--- src/rtl/core/pe_pkg.sv ---
// types, constants and helper functions shared across the percent encoder
package pe_pkg;

    // fixed field widths
    localparam int unsigned CHAR_W     = 8;
    localparam int unsigned TOTAL_W    = 18;
    localparam int unsigned CFG_DATA_W = 32;
    localparam int unsigned CFG_ADDR_W = 4;

    // register reset value before truncation to the length width
    localparam logic [31:0] CFG_RESET_VALUE = 32'd65535;

    // register indexes, byte address bits [3:2]
    localparam logic [1:0] REG_SOURCE_LIMIT = 2'd0;
    localparam logic [1:0] REG_OUT_CAPACITY = 2'd1;
    localparam logic [1:0] REG_COUNT_ONLY   = 2'd2;

    // character codes and hex offsets
    localparam logic [7:0] CHAR_PERCENT  = 8'h25;
    localparam logic [7:0] CHAR_TERM     = 8'h00;
    localparam logic [7:0] HEX_DIGIT_OFS = 8'd48;
    localparam logic [7:0] HEX_ALPHA_OFS = 8'd55;

    // input word
    typedef struct packed {
        logic [7:0] char_in;
    } t_in_word;

    // output word
    typedef struct packed {
        logic [7:0]  char_out;
        logic        string_done;
        logic [17:0] total_size;
        logic        last;
    } t_out_word;

    // everything one source byte produces
    typedef struct packed {
        logic [2:0][7:0] chars;
        logic [1:0]      n_chars;
        logic            has_term;
        logic [17:0]     term_size;
    } t_plan;

    // unreserved set: letters, digits and - . _ ~
    function automatic logic is_unreserved(input logic [7:0] b);
        return b inside {[8'h41:8'h5a], [8'h61:8'h7a], [8'h30:8'h39],
                         8'h2d, 8'h2e, 8'h5f, 8'h7e};
    endfunction

    // upper-case hex digit of one nibble
    function automatic logic [7:0] hex_digit(input logic [3:0] nib);
        return (nib > 4'd9) ? ({4'b0, nib} + HEX_ALPHA_OFS) : ({4'b0, nib} + HEX_DIGIT_OFS);
    endfunction

endpackage

--- src/rtl/core/pe_if.sv ---
// valid/ready stream channel carrying one word per handshake
interface pe_if #(
    parameter type t_data = logic [7:0]
);
    logic  valid;
    logic  ready;
    t_data data;

    modport source (output valid, output data, input ready);
    modport sink   (input valid, input data, output ready);
endinterface

--- src/rtl/core/percent_encoder.sv ---
// top level of the streaming url percent encoder
// Takes one source byte per word and sends out the encoded characters, then a
// terminator word with the string's total size (characters plus one) on the
// zero byte, at the source limit or when the next output would not fit the
// capacity. A byte goes through an input register and one pass of encode
// logic into a result buffer that holds up to four words. Unreserved bytes
// stream at one per cycle while the output is ready; an escaped byte holds
// the buffer until its three words and any terminator have drained at one
// word per cycle while the output is ready. Bytes that give no word (after
// an early stop) leave the buffer free. A byte passes the input register
// and the result buffer before it reaches the output. Registers are written
// through the apb-style port at byte addresses 0, 4 and 8 (source limit,
// output capacity, count-only) and should be written only while idle.
module percent_encoder #(
    parameter int unsigned LENGTH_WIDTH = 16
) (
    input  logic                           i_clk,
    input  logic                           i_rst_n,
    input  logic                           psel,
    input  logic                           penable,
    input  logic                           pwrite,
    input  logic [pe_pkg::CFG_ADDR_W-1:0]  paddr,
    input  logic [pe_pkg::CFG_DATA_W-1:0]  pwdata,
    output logic [pe_pkg::CFG_DATA_W-1:0]  prdata,
    output logic                           pready,
    pe_if.sink                             i_in,
    pe_if.source                           o_out
);
    import pe_pkg::*;

    logic [LENGTH_WIDTH-1:0] w_source_limit;
    logic [LENGTH_WIDTH-1:0] w_out_capacity;
    logic                    w_count_only;
    logic                    r_a_valid;
    logic [7:0]              r_a_byte;
    logic                    w_load_ok;
    logic                    w_a_take;
    t_plan                   w_plan;
    t_in_word                w_in_word;

    // configuration registers
    pe_cfg #(
        .LENGTH_WIDTH (LENGTH_WIDTH)
    ) u_cfg (
        .i_clk          (i_clk),
        .i_rst_n        (i_rst_n),
        .psel           (psel),
        .penable        (penable),
        .pwrite         (pwrite),
        .paddr          (paddr),
        .pwdata         (pwdata),
        .prdata         (prdata),
        .pready         (pready),
        .o_source_limit (w_source_limit),
        .o_out_capacity (w_out_capacity),
        .o_count_only   (w_count_only)
    );

    // input register
    assign w_in_word = i_in.data;
    assign w_a_take  = r_a_valid && w_load_ok;
    assign i_in.ready = !r_a_valid || w_a_take;

    always_ff @(posedge i_clk) begin
        if (!i_rst_n) begin
            r_a_valid <= 1'b0;
        end else if (i_in.valid && i_in.ready) begin
            r_a_valid <= 1'b1;
        end else if (w_a_take) begin
            r_a_valid <= 1'b0;
        end
    end

    always_ff @(posedge i_clk) begin
        if (i_in.valid && i_in.ready) begin
            r_a_byte <= w_in_word.char_in;
        end
    end

    // encode and string state
    pe_plan #(
        .LENGTH_WIDTH (LENGTH_WIDTH)
    ) u_plan (
        .i_clk          (i_clk),
        .i_rst_n        (i_rst_n),
        .i_fire         (w_a_take),
        .i_byte         (r_a_byte),
        .i_source_limit (w_source_limit),
        .i_out_capacity (w_out_capacity),
        .i_count_only   (w_count_only),
        .o_plan         (w_plan)
    );

    // result buffer
    pe_emit u_emit (
        .i_clk     (i_clk),
        .i_rst_n   (i_rst_n),
        .i_load    (r_a_valid),
        .i_plan    (w_plan),
        .o_load_ok (w_load_ok),
        .o_out     (o_out)
    );

`ifndef ASSERT_OFF
    // no word is offered straight after reset
    a_reset_idle: assert property (@(posedge i_clk)
        !i_rst_n |=> !o_out.valid)
        else $error("output valid after reset");

    // a held input byte is neither lost nor overwritten
    a_input_hold: assert property (@(posedge i_clk) disable iff (!i_rst_n)
        r_a_valid && !w_a_take |=> r_a_valid && $stable(r_a_byte))
        else $error("input register changed while waiting");
`endif
endmodule

--- src/rtl/core/pe_cfg.sv ---
// configuration registers behind the apb-style port
module pe_cfg #(
    parameter int unsigned LENGTH_WIDTH = 16
) (
    input  logic                           i_clk,
    input  logic                           i_rst_n,
    input  logic                           psel,
    input  logic                           penable,
    input  logic                           pwrite,
    input  logic [pe_pkg::CFG_ADDR_W-1:0]  paddr,
    input  logic [pe_pkg::CFG_DATA_W-1:0]  pwdata,
    output logic [pe_pkg::CFG_DATA_W-1:0]  prdata,
    output logic                           pready,
    output logic [LENGTH_WIDTH-1:0]        o_source_limit,
    output logic [LENGTH_WIDTH-1:0]        o_out_capacity,
    output logic                           o_count_only
);
    import pe_pkg::*;

    localparam logic [LENGTH_WIDTH-1:0] LEN_RESET = LENGTH_WIDTH'(CFG_RESET_VALUE);

    logic [LENGTH_WIDTH-1:0] r_source_limit;
    logic [LENGTH_WIDTH-1:0] r_out_capacity;
    logic                    r_count_only;
    logic                    w_write;
    logic [1:0]              w_index;

    assign pready  = 1'b1;
    assign w_write = psel && penable && pwrite;
    assign w_index = paddr[3:2];

    // register writes
    always_ff @(posedge i_clk) begin
        if (!i_rst_n) begin
            r_source_limit <= LEN_RESET;
            r_out_capacity <= LEN_RESET;
            r_count_only   <= 1'b0;
        end else if (w_write) begin
            case (w_index)
                REG_SOURCE_LIMIT: r_source_limit <= pwdata[LENGTH_WIDTH-1:0];
                REG_OUT_CAPACITY: r_out_capacity <= pwdata[LENGTH_WIDTH-1:0];
                REG_COUNT_ONLY:   r_count_only   <= pwdata[0];
                default: ;
            endcase
        end
    end

    // read mux
    always_comb begin
        case (w_index)
            REG_SOURCE_LIMIT: prdata = CFG_DATA_W'(r_source_limit);
            REG_OUT_CAPACITY: prdata = CFG_DATA_W'(r_out_capacity);
            REG_COUNT_ONLY:   prdata = CFG_DATA_W'(r_count_only);
            default:          prdata = '0;
        endcase
    end

    assign o_source_limit = r_source_limit;
    assign o_out_capacity = r_out_capacity;
    assign o_count_only   = r_count_only;
endmodule

--- src/rtl/core/pe_plan.sv ---
// string state and the single-pass encode of one source byte
module pe_plan #(
    parameter int unsigned LENGTH_WIDTH = 16
) (
    input  logic                    i_clk,
    input  logic                    i_rst_n,
    input  logic                    i_fire,
    input  logic [7:0]              i_byte,
    input  logic [LENGTH_WIDTH-1:0] i_source_limit,
    input  logic [LENGTH_WIDTH-1:0] i_out_capacity,
    input  logic                    i_count_only,
    output pe_pkg::t_plan           o_plan
);
    import pe_pkg::*;

    localparam int unsigned PW = LENGTH_WIDTH + 2;

    logic [LENGTH_WIDTH-1:0] r_consumed, n_consumed;
    logic [PW-1:0]           r_produced, n_produced;
    logic                    r_stopped, n_stopped;

    logic                    w_plain;
    logic [PW-1:0]           w_need;
    logic [PW:0]             w_cap_sum;
    logic                    w_cap_fail;
    logic [PW-1:0]           w_prod_inc;
    logic [LENGTH_WIDTH-1:0] w_cons_inc;
    logic                    w_limit_hit;
    logic [PW-1:0]           w_size_base;
    logic [PW-1:0]           w_size_sum;

    // byte class and the capacity and limit checks
    assign w_plain     = is_unreserved(i_byte);
    assign w_need      = w_plain ? PW'(1) : PW'(3);
    assign w_cap_sum   = {1'b0, r_produced} + {1'b0, w_need} + (PW+1)'(1);
    assign w_cap_fail  = !i_count_only && (w_cap_sum > (PW+1)'(i_out_capacity));
    assign w_prod_inc  = r_produced + w_need;
    assign w_cons_inc  = r_consumed + LENGTH_WIDTH'(1);
    assign w_limit_hit = w_cons_inc >= i_source_limit;

    // decide the words and the next string state
    always_comb begin
        n_consumed      = r_consumed;
        n_produced      = r_produced;
        n_stopped       = r_stopped;
        w_size_base     = r_produced;
        o_plan          = '0;
        if (r_stopped) begin
            if (i_byte == CHAR_TERM) begin
                n_stopped = 1'b0;
            end
        end else if (i_byte == CHAR_TERM) begin
            o_plan.has_term = 1'b1;
            n_consumed      = '0;
            n_produced      = '0;
        end else if (w_cap_fail) begin
            o_plan.has_term = 1'b1;
            n_stopped       = 1'b1;
            n_consumed      = '0;
            n_produced      = '0;
        end else begin
            if (!i_count_only) begin
                if (w_plain) begin
                    o_plan.chars[0] = i_byte;
                    o_plan.n_chars  = 2'd1;
                end else begin
                    o_plan.chars[0] = CHAR_PERCENT;
                    o_plan.chars[1] = hex_digit(i_byte[7:4]);
                    o_plan.chars[2] = hex_digit(i_byte[3:0]);
                    o_plan.n_chars  = 2'd3;
                end
            end
            if (w_limit_hit) begin
                o_plan.has_term = 1'b1;
                w_size_base     = w_prod_inc;
                n_stopped       = 1'b1;
                n_consumed      = '0;
                n_produced      = '0;
            end else begin
                n_consumed = w_cons_inc;
                n_produced = w_prod_inc;
            end
        end
        w_size_sum       = w_size_base + PW'(1);
        o_plan.term_size = TOTAL_W'(w_size_sum);
    end

    // string state update
    always_ff @(posedge i_clk) begin
        if (!i_rst_n) begin
            r_consumed <= '0;
            r_produced <= '0;
            r_stopped  <= 1'b0;
        end else if (i_fire) begin
            r_consumed <= n_consumed;
            r_produced <= n_produced;
            r_stopped  <= n_stopped;
        end
    end
endmodule

--- src/rtl/core/pe_emit.sv ---
// result buffer that hands out the words of one byte, one per cycle while the output is ready
module pe_emit (
    input  logic          i_clk,
    input  logic          i_rst_n,
    input  logic          i_load,
    input  pe_pkg::t_plan i_plan,
    output logic          o_load_ok,
    pe_if.source          o_out
);
    import pe_pkg::*;

    t_plan      r_plan;
    logic [1:0] r_pos;
    logic       r_busy;

    logic [2:0] w_count;
    logic [2:0] w_load_count;
    logic [1:0] w_last_pos;
    logic       w_take;
    logic       w_last_take;
    logic       w_is_char;
    t_out_word  w_word;

    // word count and position of the final word
    assign w_count      = {1'b0, r_plan.n_chars} + {2'b0, r_plan.has_term};
    assign w_load_count = {1'b0, i_plan.n_chars} + {2'b0, i_plan.has_term};
    assign w_last_pos   = 2'(w_count - 3'd1);
    assign w_take       = r_busy && o_out.ready;
    assign w_last_take  = w_take && (r_pos == w_last_pos);
    assign o_load_ok    = !r_busy || w_last_take;

    // buffer load and drain
    always_ff @(posedge i_clk) begin
        if (!i_rst_n) begin
            r_busy <= 1'b0;
            r_pos  <= '0;
        end else if (i_load && o_load_ok) begin
            r_busy <= (w_load_count != 3'd0);
            r_pos  <= '0;
        end else if (w_last_take) begin
            r_busy <= 1'b0;
        end else if (w_take) begin
            r_pos  <= r_pos + 2'd1;
        end
    end

    always_ff @(posedge i_clk) begin
        if (i_load && o_load_ok) begin
            r_plan <= i_plan;
        end
    end

    // build the word at the current position
    assign w_is_char = r_pos < r_plan.n_chars;

    always_comb begin
        w_word = '0;
        if (w_is_char) begin
            case (r_pos)
                2'd0:    w_word.char_out = r_plan.chars[0];
                2'd1:    w_word.char_out = r_plan.chars[1];
                2'd2:    w_word.char_out = r_plan.chars[2];
                default: w_word.char_out = CHAR_TERM;
            endcase
            w_word.last = (r_pos == w_last_pos);
        end else begin
            w_word.char_out    = CHAR_TERM;
            w_word.string_done = 1'b1;
            w_word.total_size  = r_plan.term_size;
            w_word.last        = 1'b1;
        end
    end

    assign o_out.valid = r_busy;
    assign o_out.data  = w_word;
endmodule
--- src/flat_wrapper.sv ---
// flat-port wrapper written by rule: the top's interface ports become plain ports
module percent_encoder_flat import pe_pkg::*;
#(
    parameter int unsigned LENGTH_WIDTH = 16
)
  (i_clk, i_rst_n, psel, penable, pwrite, paddr, pwdata, prdata, pready, i_in_valid, i_in_data, i_in_ready, o_out_valid, o_out_data, o_out_ready);
  pe_if i_in_i ();
  pe_if o_out_i ();
  input  logic i_clk;
  input  logic i_rst_n;
  input  logic psel;
  input  logic penable;
  input  logic pwrite;
  input  logic [pe_pkg::CFG_ADDR_W-1:0] paddr;
  input  logic [pe_pkg::CFG_DATA_W-1:0] pwdata;
  output logic [pe_pkg::CFG_DATA_W-1:0] prdata;
  output logic pready;
  input wire logic [$bits(i_in_i.valid)-1:0] i_in_valid;
  input wire logic [$bits(i_in_i.data)-1:0] i_in_data;
  output wire logic [$bits(i_in_i.ready)-1:0] i_in_ready;
  output wire logic [$bits(o_out_i.valid)-1:0] o_out_valid;
  output wire logic [$bits(o_out_i.data)-1:0] o_out_data;
  input wire logic [$bits(o_out_i.ready)-1:0] o_out_ready;
  assign i_in_i.valid = i_in_valid;
  assign i_in_i.data = i_in_data;
  assign i_in_ready = i_in_i.ready;
  assign o_out_valid = o_out_i.valid;
  assign o_out_data = o_out_i.data;
  assign o_out_i.ready = o_out_ready;
  percent_encoder #(.LENGTH_WIDTH(LENGTH_WIDTH)) u_core (.i_clk(i_clk), .i_rst_n(i_rst_n), .psel(psel), .penable(penable), .pwrite(pwrite), .paddr(paddr), .pwdata(pwdata), .prdata(prdata), .pready(pready), .i_in(i_in_i), .o_out(o_out_i));
endmodule
--- config.mk ---
export PLATFORM = sky130hd
export DESIGN_NAME = percent_encoder_flat
export DESIGN_NICKNAME = d
export VERILOG_FILES = /design/src/rtl/core/pe_pkg.sv /design/src/rtl/core/pe_if.sv /design/src/rtl/core/percent_encoder.sv /design/src/rtl/core/pe_cfg.sv /design/src/rtl/core/pe_plan.sv /design/src/rtl/core/pe_emit.sv /design/src/flat_wrapper.sv
export SDC_FILE = /design/constraint.sdc
export NUM_CORES = 1
export LEC_CHECK = 0
export BUFFER_PORTS_ARGS = -buffer_cell sky130_fd_sc_hd__buf_2
export CAP_MARGIN = 5
export CORE_MARGIN = 1
export CORE_UTILIZATION = 48
export CTS_CLUSTER_DIAMETER = 150
export DETAILED_ROUTE_END_ITERATION = 10
export PLACE_DENSITY = 0.66
export SLEW_MARGIN = 20
export SYNTH_ARGS = -nofsm -noshare
export SYNTH_HDL_FRONTEND = slang
export SYNTH_SLANG_ARGS = --single-unit
--- constraint.sdc ---
create_clock -name i_clk -period 5.6 [get_ports i_clk]
set_input_delay 1.12 -clock i_clk [delete_from_list [all_inputs] [get_ports i_clk]]
set_output_delay 1.12 -clock i_clk [all_outputs]
set_load 0.03 [all_outputs]
* Word level (Yosys, flattened, before mapping)
Cells that the tools add are included.
** Word-level totals
- Flip-flop bits (word level) :: 90
- Latch bits :: 0
- Memory bits (writable) :: 0
- Memory bits (read-only) :: 0
- Bits of input ports :: 51
- Output and inout port bits :: 43
- Logic and storage cells :: 97
- Memories :: 0
** Operators by class
- Add/subtract/negate cells :: 9
- Multiply operators :: 0
- Divide/modulo/power cells :: 0
- Order comparisons :: 9
- Equal/unequal tests :: 7
- Shifts and indexed selects :: 0
- Multiplexer cells :: 29
- Bitwise logic cells :: 3
- Reduce and logical (&&, ||, !) cells :: 27
** Operator list (count)
- $mux 18 :: 3
- $mux 16 :: 3
- $pmux 16 s3 :: 1
- $mux 7 :: 5
- $add 18x2->19 :: 1
- $add 19x1->19 const B :: 1
- $gt 19x16->1 :: 1
- $add 18x2->18 :: 1
- $add 16x1->16 const B :: 1
- $eq 8x6->1 const B :: 2
- $eq 8x7->1 const B :: 2
- $ge 16x16->1 :: 1
- $ge 8x7->1 const B :: 2
- $le 8x7->1 const B :: 2
- $mux 1 :: 11
- $logic_and 1x1->1 :: 10
- $mux 2 :: 5
- $reduce_and 2->1 :: 5
- $ge 8x6->1 const B :: 1
- $le 8x6->1 const B :: 1
- $logic_not 8->1 :: 1
- $add 7x1->7 const B :: 1
- $reduce_bool 7->1 :: 1
- $reduce_bool 2->1 :: 2
- 15 further kinds :: 20

* Logic depth before layout (Yosys ltp)
- Depth in word-level cells :: 14
- Mapped depth :: 22
- Depth with buffers taken out :: 21

* By module
From an unflattened synthesis, not the netlist that was laid out.
** Unflattened totals
- Cells, all modules :: 897
- Area, all modules :: 7235.7 sq um
** Modules (own cells, without submodules)
- pe_plan :: times used 1, cells an instance 636, area each 4600.7 sq um, sequential area each 700.7 sq um
- pe_cfg :: times used 1, cells an instance 192, area each 1654.1 sq um, sequential area each 660.6 sq um
- pe_emit :: times used 1, cells an instance 55, area each 675.6 sq um, sequential area each 360.3 sq um
- percent_encoder :: times used 1, cells an instance 14, area each 305.3 sq um, sequential area each 260.2 sq um

* Worst setup path before layout
No wires, ideal clock.
- Path kind :: reg-to-reg
- Start :: reg u_core.r_a_byte[2]
- End :: reg u_core.u_emit.r_plan[2] in the netlist's numbering (data pin)
- Library setup time :: 0.260 ns
- Data arrival time :: 4.127 ns
- Data required time :: 5.340 ns
- Path slack :: 1.214 ns
- Cell stages (with the launch flop) :: 19
- Buffers on the path :: 0
- Period minus slack after synthesis :: 4.386 ns
- Cell sequence :: edfxtp_1 -> o21ai_0 -> a21oi_1 -> o211ai_1 -> inv_1 -> ha_1 -> nor4_4 -> nand3_1 -> xnor2_1 -> ha_1 -> nand3_1 -> nor3_1 -> a211oi_1 -> a211oi_1 -> nor2_1 -> mux2_4 -> ha_1 -> xor2_1 -> xnor2_1
** RTL lines
- from (decl) :: line percent_encoder.sv:35 : logic [7:0] r_a_byte;
- from (signal assigned) :: line percent_encoder.sv:76 : r_a_byte <= w_in_word.char_in;
- to (signal assigned) :: line pe_emit.sv:49 : r_plan <= i_plan;
- to (decl) :: line pe_emit.sv:12 : t_plan r_plan;

==> results.toml <==
[timing]
min_period_ns = 5.02
setup-tns-final_ns = 0
fin_skew_ns = 0.0103
worst_pin_slew_ns = 0.929
hold_violations = 0
fin_crit_sh = 0.896
drv_slew = 0
finalSetupViolCount = 0
max_freq_mhz = 199
slew-limit-headroom = 0.377
rsz0062_at_grt = "no"

[worst_setup_path]
crit_family = "compound AO/OA/AOI/OAI gates"
crit_slowest_cell = "a211oi_1"
worstSetupPathType = "reg2reg"
start_kind = "register"
arrival_ns = 5.13
crit_required_ns = 5.71
crit_path_end_kind = "register"
reg2reg_slack_ns = 0.58
slowest_delay_ns = 0.82
path_max_fanout = 12
crit_buf_inv = 3
cp_cell_sequence = "inv_1 > o21ai_0 > a31oi_1 > nand2_1 > o211ai_1 > buf_4 > inv_1 > ha_1 > nor3_1 > nand3_1 > xnor2_1 > ha_1 > nand4_1 > a211oi_1 > o21ai_0 > a211oi_1 > nor3_2 > o21ai_0 > ha_1 > xor2_1 > xnor2_1"

[clocking]
htreeDepth = 3
cts_tree = "yes"
clk_latency_ns = 0.36
clkTransAtPathRegs_ns = 0.07
cts_buffer_depth = 2
cts_made_buffers = 9
cts_sinks = 90
ctsResizeCount = 0
postCtsHoldBufs = 0
cts.repair_timing.setup_buffer_count = 0
root_buffer = "clkbuf_16"

[power]
share_comb_of_total_power = 0.120
ir_drop_v = 0.000155
net-switching-power_uw = 408
p_clk_frac = 0.403
intPower_uw = 1040
p_sw_frac = 0.282
power_density_nw_per_um2 = 224
p_seq_frac = 0.477
leakagePower_uw = 0.00294

[placement]
portBuffers = 58
routabilityCongestion = 0.849
place_area_um2 = 6170
dpl.hpwl_um = 10000

[synthesis]
synthCells = 694
ys_seq_area_frac = 0.337
ys_types = 67
synth-edff-count = 18
yosys_warnings = 0
avgSynthCellArea_um2 = 8.48
ys_ff_latch = 90
syn_area_um2 = 5880
synth_async_sr_flop_share = 0
synth-main-ff-cell = "dfxtp_1"

[grt]
grt_max_degree = 62
grt_usage = 0.221
antenna_found_initial = 0
overflow = 0
grt_pass1_vias = 4611
grt_first_pass_wirelength_um = 22200

[die]
io_pins = 94
start_util = 0.492
die_y_um = 113
dieArea_um2 = 12700
die_w_um = 113
floorplan.rows = 40
core_um2 = 12000

[drt]
ant_nets = 0
via_per_inst = 5.48
drt-initial-drc-count = 195
routedWlPerCell_um = 15.2
drc = 0
drt-total-wl_um = 13500
vias = 4844
firstDrtPassIters = 6

[layout]
n_antenna_cell = 0
postLayoutCellArea_um2 = 6450
final_util = 0.539
area_growth_pct = 9.70
drive_gt1_frac = 0.134
final_nets = 826

[flow_run]
drv_cap = 0

[outcome]
outcome = "complete, no violations"

[min_path]
hp-class = "reg2reg"
==> logic make-up (layout without fill, tap and decap cells) <==
group | after synthesis | in the layout | synth area share
AO/OA/AOI/OAI | 137 | 137 | 0.157
XOR/XNOR | 52 | 52 | 0.0800
adder cells (fa/ha/maj) | 43 | 43 | 0.0927
buffers and inverters | 98 | 126 | 0.0796
flip-flops | 90 | 90 | 0.337
multiplexers | 19 | 19 | 0.0332
other | 2 | 17 | 0.00128
AND/OR/NAND/NOR | 253 | 253 | 0.220
==> stage by stage <==
stage / hold WS [ns] / std cells / total power, µW / worst slack, ns
after floorplan: 0.457 / 709 / 835 / 1.21
after global placement: 0.469 / 868 / 873 / 0.709
after detailed placement: 0.474 / 868 / 877 / 0.612
after CTS: 0.483 / 884 / 1450 / 0.597
after global routing: 0.528 / 884 / 1500 / 0.106
final: 0.485 / 884 / 1450 / 0.584
==> state kept, by name, summed over array words and instances (netlist names) <==
name                         cells
u_core.u_emit.r_pos              2
u_core.u_plan.r_stopped          1
u_core.u_emit.o_out.valid        1
u_core.r_a_valid                 1
u_core.u_cfg.o_count_only        1
u_core.u_cfg.o_out_capacity     16
u_core.u_plan.r_produced        18
u_core.r_a_byte                  8
u_core.u_plan.r_consumed        16
u_core.u_emit.r_plan            10
u_core.u_cfg.o_source_limit     16
==> worst min-delay path: cells and delay by family, from the launching register on <==
family	cells	cell delay (ns)
compound gates	1	0.05
flops	1	0.33
simple gates	1	0.06
==> area by class of cell <==
cell class                      instances  area, µm²
Inverter                               46        173
Sequential cell                        90       1980
Fill cell                            1096       5510
Multi-Input combinational cell        521       3500
Tap cell                              147        184
Clock inverter                          7       52.6
Timing Repair Buffer                   64        338
Clock buffer                            9        225
==> final timing paths <==
check	startpoint	endpoint	cells after the start
worst min register to register	u_core.u_plan.r_consumed[14]	u_core.u_plan.r_consumed[14]	2
worst max-delay path	u_core.r_a_byte[2]	u_core.u_emit.r_plan[2]	21
worst max register to register	u_core.r_a_byte[2]	u_core.u_emit.r_plan[2]	21
worst min-delay path	u_core.u_plan.r_consumed[14]	u_core.u_plan.r_consumed[14]	2
==> per-layer routing <==
metal,part of all wire,up-vias,global-route usage
met5,0,-,0
met4,0.016,0,0.0791
met3,0.031,15,0.0332
met2,0.50,84,0.393
met1,0.46,2291,0.270
li1,-,2454,-
==> cells in the mapped netlist, types with 23 or more instances <==
master,n,area share
nor2_1,46,0.029
ha_1,42,0.089
xnor2_1,25,0.037
nand3_1,28,0.024
xor2_1,26,0.039
dfxtp_1,72,0.25
o211ai_1,33,0.042
a21oi_1,24,0.020
clkbuf_1,27,0.017
nand2_1,86,0.055
o21ai_0,23,0.020
inv_1,46,0.029
==> power by group through the flow <==
stage | Combinational, µW | Clock [µW] | Sequential, µW
6_report | 173 | 582 | 690
3_5_place_dp | 173 | 0 | 704
2_1_floorplan | 133 | 0 | 702
3_3_place_gp | 169 | 0 | 703
4_1_cts | 173 | 592 | 689
5_1_grt | 190 | 616 | 691
==> cells in the final DEF, fill, tap and decap left out, drive strengths merged, types with 6 or more instances in the layout <==
| cell | n |
|---|---|
| nor2 | 47 |
| a21boi | 19 |
| nor2b | 16 |
| clkbuf | 9 |
| nor3 | 11 |
| nor4 | 6 |
| and3 | 14 |
| buf | 64 |
| o211ai | 34 |
| nand3 | 30 |
| ha | 42 |
| nand3b | 12 |
| nand2 | 87 |
| xor2 | 26 |
| edfxtp | 18 |
| mux2i | 18 |
| conb | 17 |
| nand4 | 8 |
| o21ai | 28 |
| a211oi | 6 |
| a21oi | 24 |
| inv | 49 |
| xnor2 | 25 |
| dfxtp | 72 |
(Power assumes the default switching activity.)
